[config.mk]
export PLATFORM = sky130hd
export DESIGN_NAME = mdt_ctrl
export DESIGN_NICKNAME = d
export VERILOG_FILES = /design/src/rtl/core/message_dedup_table_with_aging_unit_defines.svh /design/src/rtl/core/mdt_pkg.sv /design/src/rtl/core/mdt_ctrl.sv
export SDC_FILE = /design/constraint.sdc
export NUM_CORES = 1
export LEC_CHECK = 0
export ABC_AREA = 1
export BUFFER_PORTS_ARGS = -buffer_cell sky130_fd_sc_hd__buf_2
export CAP_MARGIN = 0
export CELL_PAD_IN_SITES_DETAIL_PLACEMENT = 2
export CELL_PAD_IN_SITES_GLOBAL_PLACEMENT = 2
export CORE_AREA = 5 5 42 44
export DETAILED_ROUTE_END_ITERATION = 12
export DIE_AREA = 0 0 47 49
export GPL_ROUTABILITY_DRIVEN = 1
export PLACE_DENSITY_LB_ADDON = 0.1
export SLEW_MARGIN = 20
export SYNTH_ARGS = -nofsm -noshare
export SYNTH_HDL_FRONTEND = slang
export SYNTH_SLANG_ARGS = --single-unit
[constraint.sdc]
create_clock -name clock -period 1.43 [get_ports clock]
set_clock_uncertainty 0.05 [all_clocks]
set_input_delay 0.2145 -clock clock [delete_from_list [all_inputs] [get_ports clock]]
set_output_delay 0.2145 -clock clock [all_outputs]
set_load 0.02 [all_outputs]
[src/rtl/core/message_dedup_table_with_aging_unit_defines.svh]
// ----------------------------------------------------------------------------
// message dedup table assertion macros
// shared property shapes for the dedup filter checks
// ----------------------------------------------------------------------------
`ifndef MESSAGE_DEDUP_TABLE_WITH_AGING_UNIT_DEFINES_SVH
`define MESSAGE_DEDUP_TABLE_WITH_AGING_UNIT_DEFINES_SVH

// same-cycle implication
`define MDT_ASSERT_SAME(label, clk, rst, ante, cons, msg) \
   label: assert property (@(posedge clk) disable iff (rst) (ante) |-> (cons)) \
      else $error(msg);

// next-cycle implication
`define MDT_ASSERT_NEXT(label, clk, rst, ante, cons, msg) \
   label: assert property (@(posedge clk) disable iff (rst) (ante) |=> (cons)) \
      else $error(msg);

`endif

[src/rtl/core/mdt_pkg.sv]
// ----------------------------------------------------------------------------
// mdt_pkg
// shared constants, types and codes of the message dedup filter
// ----------------------------------------------------------------------------
package mdt_pkg;

   localparam int SHORT_ENTRIES = 64;
   localparam int EXT_ENTRIES   = 64;
   localparam int MAX_ENTRIES   = (SHORT_ENTRIES > EXT_ENTRIES) ? SHORT_ENTRIES : EXT_ENTRIES;

   localparam int SHORT_IDX_W = $clog2(SHORT_ENTRIES);
   localparam int EXT_IDX_W   = $clog2(EXT_ENTRIES);
   localparam int SWEEP_W     = $clog2(MAX_ENTRIES);

   localparam int SHORT_KEY_W = 56;
   localparam int EXT_HI_W    = 48;
   localparam int EXT_LO_W    = 64;
   localparam int TIME_W      = 48;
   localparam int AGE_W       = 32;
   localparam int CNT_W       = 7;

   localparam int CSR_IDX_W  = 1;
   localparam int CSR_DATA_W = 32;

   localparam logic [CSR_IDX_W-1:0] CSR_MAX_AGE_SHORT = 1'b0;
   localparam logic [CSR_IDX_W-1:0] CSR_MAX_AGE_EXT   = 1'b1;

   localparam logic [AGE_W-1:0] MAX_AGE_RESET = 32'd1000000;

   localparam logic REQ_CHECK = 1'b0;
   localparam logic REQ_CLEAN = 1'b1;

   typedef enum logic [2:0] {
      ST_IDLE,
      ST_SWEEP,
      ST_DRAIN,
      ST_UPDATE,
      ST_FINISH
   } state_type;

   // controller to datapath
   typedef struct packed {
      logic load;    // capture the accepted request, restart the sweep
      logic sweep;   // read one table entry and advance the index
      logic commit;  // insert a new key when the check missed and a slot is free
      logic finish;  // load the response register
   } cmd_type;

   // datapath to controller
   typedef struct packed {
      logic sweep_last;
   } status_type;

endpackage

[src/rtl/core/mdt_ctrl.sv]
// ----------------------------------------------------------------------------
// mdt_ctrl
// sequencer for lookup, aging sweep, insert and response handoff
// ----------------------------------------------------------------------------
module mdt_ctrl (
   input  logic               clock,
   input  logic               reset,
   input  logic               req_valid,
   output logic               req_stall,
   output logic               rsp_valid,
   input  logic               rsp_stall,
   input  mdt_pkg::status_type status,
   output mdt_pkg::cmd_type    cmd
);

   mdt_pkg::state_type state_ff, state_in;
   logic               rsp_valid_ff, rsp_valid_in;

   always_ff @(posedge clock) begin
      if (reset) begin
         state_ff     <= mdt_pkg::ST_IDLE;
         rsp_valid_ff <= 1'b0;
      end else begin
         state_ff     <= state_in;
         rsp_valid_ff <= rsp_valid_in;
      end
   end

   always_comb begin
      state_in = state_ff;
      cmd      = '0;
      unique case (state_ff)
         mdt_pkg::ST_IDLE: begin
            if (req_valid) begin
               cmd.load = 1'b1;
               state_in = mdt_pkg::ST_SWEEP;
            end
         end
         mdt_pkg::ST_SWEEP: begin
            cmd.sweep = 1'b1;
            if (status.sweep_last) begin
               state_in = mdt_pkg::ST_DRAIN;
            end
         end
         mdt_pkg::ST_DRAIN: begin
            // last entry is compared in this cycle
            state_in = mdt_pkg::ST_UPDATE;
         end
         mdt_pkg::ST_UPDATE: begin
            cmd.commit = 1'b1;
            state_in   = mdt_pkg::ST_FINISH;
         end
         mdt_pkg::ST_FINISH: begin
            if (!rsp_valid_ff || !rsp_stall) begin
               cmd.finish = 1'b1;
               state_in   = mdt_pkg::ST_IDLE;
            end
         end
         default: begin
            state_in = mdt_pkg::ST_IDLE;
         end
      endcase
   end

   assign rsp_valid_in = cmd.finish | (rsp_valid_ff & rsp_stall);
   assign rsp_valid    = rsp_valid_ff;
   assign req_stall    = (state_ff != mdt_pkg::ST_IDLE);

endmodule

After elaboration in Yosys (flattened, before gate mapping)
Index checks and enable logic that the tools add are counted.
{"block": "totals", "ff_bits": 4, "out_inout_bits": 6, "wordCells": 27}
{"block": "op_classes", "n_eq_ne": 7, "muxes": 10, "n_reduce_logical": 6, "n_bitwise": 2}
{"cell": "$pmux 3 s5", "count": 1}
{"cell": "$mux 3", "count": 3}
{"cell": "$eq 3x2->1 const B", "count": 2}
{"cell": "$mux 1", "count": 6}
{"cell": "$ne 2x2->1 const B", "count": 3}
{"cell": "$eq 3x1->1 const B", "count": 1}
{"cell": "$eq 3x3->1 const B", "count": 1}
{"cell": "$logic_not 3->1", "count": 1}
{"cell": "$reduce_and 3->1", "count": 1}
{"cell": "$reduce_bool 3->1", "count": 1}
{"cell": "$logic_not 1->1", "count": 2}
{"cell": "$and 1x1->1", "count": 1}
{"cell": "$logic_or 1x1->1", "count": 1}
{"cell": "$or 1x1->1", "count": 1}

Longest topological paths before layout
{"block": "logic_depth", "ltp_word": 5, "mapped_depth": 6, "ltp_nobuf": 6}

Worst setup path before layout
OpenSTA, ideal clock, no wires.
{"block": "synth_path", "kind": "register to output", "from": "reg state_ff[1]", "to": "out cmd[3] (netlist name)", "stages_incl_launch_ff": 4, "t_required_ns": 1.166, "path_buffers": 0, "slack_ns": 0.181, "arrival_ns": 0.984, "path_cell_list": "dfxtp_1 nor2_4 nand2_1 nor2_1"}
{"item": "start, declared", "line": "mdt_ctrl.sv:16", "rtl": "mdt_pkg::state_type state_ff, state_in;"}
{"item": "start signal, assigned", "line": "mdt_ctrl.sv:21", "rtl": "state_ff <= mdt_pkg::ST_IDLE;"}
{"item": "start signal, assigned", "line": "mdt_ctrl.sv:24", "rtl": "state_ff <= state_in;"}
{"item": "end, declared", "line": "mdt_ctrl.sv:13", "rtl": "output mdt_pkg::cmd_type cmd"}

==> metrics.md <==
| Metric | Value |
|---|---|
| Clock-pin slew on the worst setup and hold paths | `0.04 ns` |
| Nets@finish | `52` |
| WP data arrival | `1.05 ns` |
| TritonCTS clock tree | `built` |
| Post-synthesis register bit count | `4` |
| Worst path cell trace | `nor2_4, nand2_1, nor2_1, buf_4` |
| Count of cell types in the netlist | `15` |
| LEAKAGE | `0.172 nW` |
| Power, Total | `0.378 mW` |
| Pin count of the biggest net entering global routing | `8` |
| Reg-to-reg critical path endpoint | `state_ff[0]` |
| Die W | `47 um` |
| Hold Slack | `0.139 ns` |
| Tmin final | `1.32 ns` |
| Avg Cell Area, Syn | `7.59 um2` |
| Power density cells | `1110 mW/mm2` |
| Flop pwr share | `35.2%` |
| Commonest non-fill, non-tap cells in the layout | `buf_2 (9), nor2_1 (6), nand2_1 (4), inv_1 (4)` |
| CTS root buffer | `clkbuf_4` |
| Comb pwr share | `28.4%` |
| IO Pins | `11` |
| Fin area | `340 um2` |
| Final GP Congestion | `0.625` |
| Core ar. | `0.00140 mm2` |
| Critical R2R Launch | `state_ff[1]` |
| Slowest stage delay, CP | `0.34 ns` |
| Final Slew Violations | `0` |
| Vias in the first global route | `264` |
| First-pass GRT wire length | `1.10 mm` |
| Crit-path max FO | `5` |
| Status | `finished clean` |
| Max clock buf depth | `2` |
| Post-synth design cell area | `243 um2` |
| Row count | `14` |
| Tot GR Track Use | `6.68%` |
| Initial antenna violation count | `0` |
| H-tree levels | `1` |
| Clk_lat worst skew | `0.23 ns` |
| Die area | `0.00230 mm2` |
| Worst-margin pin slew | `0.185 ns` |
| Cell Int Power | `0.260 mW` |
| Max-cap violations | `0` |
| Synth Warn # | `0` |
| Reg2Reg Setup Slack | `0.37 ns` |
| Relative slew slack | `87.7%` |
| DP HPWL | `552 um` |
| GRT Residual Overflow | `0` |
| Slowest stage cell on the critical path | `dfxtp_2` |
| Switching Share | `31.3%` |
| Ant diodes | `0` |
| Final Routed Wirelength | `669 um` |
| Sequential-to-total area share from yosys stat | `33.0%` |
| Final setup vio count | `0` |
| Required time of the critical path | `1.17 ns` |
| VDD IR max | `0.316 mV` |
| Area grow syn2layout | `40.2%` |
| Final Cycle Share | `92.1%` |
| Die Y | `49 um` |
| Clock Sinks | `4` |
| DR vias | `254` |
| Final hold viol count | `0` |
| Layout cell share with drive strength beyond 1 | `53.3%` |
| Clk pwr share | `36.4%` |
| Detailed-route DRC error count | `0` |
| CP Class | `reg -> out` |
| CP endpoint kind | `output pin` |
| Post-placement cell count | `57` |
| Hold Crit Class | `in -> reg` |
| WL/cell | `11.0 um` |
| Clock buffer count from CTS | `3` |
| R2R depth | `6` |
| DRT iter0 DRCs | `0` |
| Crit path capture | `cmd[0]` |
| Mapped Cells | `32` |
| Setup crit start | `state_ff[0]` |
| Most common cell after layout, fill and taps aside | `buf_2` |
| Routed Antenna Nets | `0` |
| Vias per Instance | `4.16` |
| Initial core utilization | `17.3%` |
| Hold_sp | `reset` |
| Finished Layout Cells | `61` |
| 1st-pass router iterations | `1` |
| Buffers on Ports | `10` |
| Net load switching power | `0.118 mW` |
| Critical Path Start Type | `flop` |
| Placed Instance Area | `305 um2` |
| Fmax | `759 MHz` |
| Synth Net Count | `37` |
==> synthesized netlist by cell type <==
| cell type | n | area, um2 |
|---|---|---|
| inv_1 | 4 | 15.0 |
| nand2_1 | 4 | 15.0 |
| a21oi_2 | 1 | 8.76 |
| a21oi_1 | 1 | 5.00 |
| nor3_2 | 1 | 10.0 |
| inv_2 | 1 | 3.75 |
| nand3_1 | 1 | 5.00 |
| nor2_1 | 6 | 22.5 |
| buf_4 | 1 | 7.51 |
| dfxtp_1 | 4 | 80.1 |
| nor3b_1 | 1 | 7.51 |
| nand3_2 | 3 | 30.0 |
| nand3b_1 | 2 | 15.0 |
| nor2_4 | 1 | 11.3 |
| nor2_2 | 1 | 6.26 |
==> timing repair <==
item                                    in CTS  in global routing
endpoints found under the setup margin       0                  4
hold buffers                                 0                  0
setup buffers                                0                  1
resized for setup                            0                  3
hold endpoints to repair                     0                  0
==> routing by layer <==
metal	track usage (%)	wire length [um]	vias to the layer above
li1	-	-	127
met1	7.21	264	121
met2	9.73	354	6
met3	3.69	51	0
met4	4.15	0	0
met5	0	0	-
==> power groups by stage <==
| stage | sequential [mW] | clock [mW] | combinational (mW) |
|---|---|---|---|
| final | 0.133 | 0.138 | 0.108 |
| after CTS | 0.132 | 0.145 | 0.101 |
| after global routing | 0.135 | 0.153 | 0.118 |
| after floorplan | 0.132 | 0 | 0.0713 |
| after detailed placement | 0.134 | 0 | 0.101 |
| after global placement | 0.134 | 0 | 0.0994 |
==> cell type report <==
type                            instances  area [um2]
Multi-Input combinational cell         22         136
Fill cell                             182        1060
Tap cell                               16        20.0
Sequential cell                         4        82.6
Clock buffer                            3        22.5
Timing Repair Buffer                   11        60.1
Inverter                                5        18.8
==> state kept, by name, summed over array words and instances (netlist names) <==
signal / cells
state_ff: 3
rsp_valid: 1
==> critical path, delay by kind of cell, from the launching register on <==
kind                   cells  cell delay, ns
buffers and inverters      1            0.15
DFF                        1            0.34
and+or+nand+nor            3            0.34
==> logic make-up (layout without fill, tap and decap cells) <==
family | count (synthesis) | in the layout | share of synthesized area [%]
simple gates | 20 | 20 | 50.5
buf+inv | 6 | 19 | 10.8
flops | 4 | 4 | 33.0
compound gates | 2 | 2 | 5.67
==> per-stage QoR <==
step / setup slack (ns) / utilization [%] / setup TNS [ns]
after floorplan: 0.181 / - / 0
after CTS: 0.0317 / 23.4 / 0
after global routing: -0.00173 / 24.3 / -0.00173
after detailed placement: 0.287 / 21.8 / 0
final: 0.113 / 24.3 / 0
after global placement: 0.300 / 21.8 / 0
==> worst min path at each step <==
stage | end | slack (ns) | cells after the start
after CTS | state_ff[2] | 0.14 | 2
after global routing | state_ff[2] | 0.15 | 2
after detailed placement | state_ff[2] | 0.39 | 2
after global placement | state_ff[2] | 0.39 | 2
after floorplan | state_ff[2] | 0.23 | 1
final | state_ff[2] | 0.14 | 2
Power figures use the tool's default switching activity.
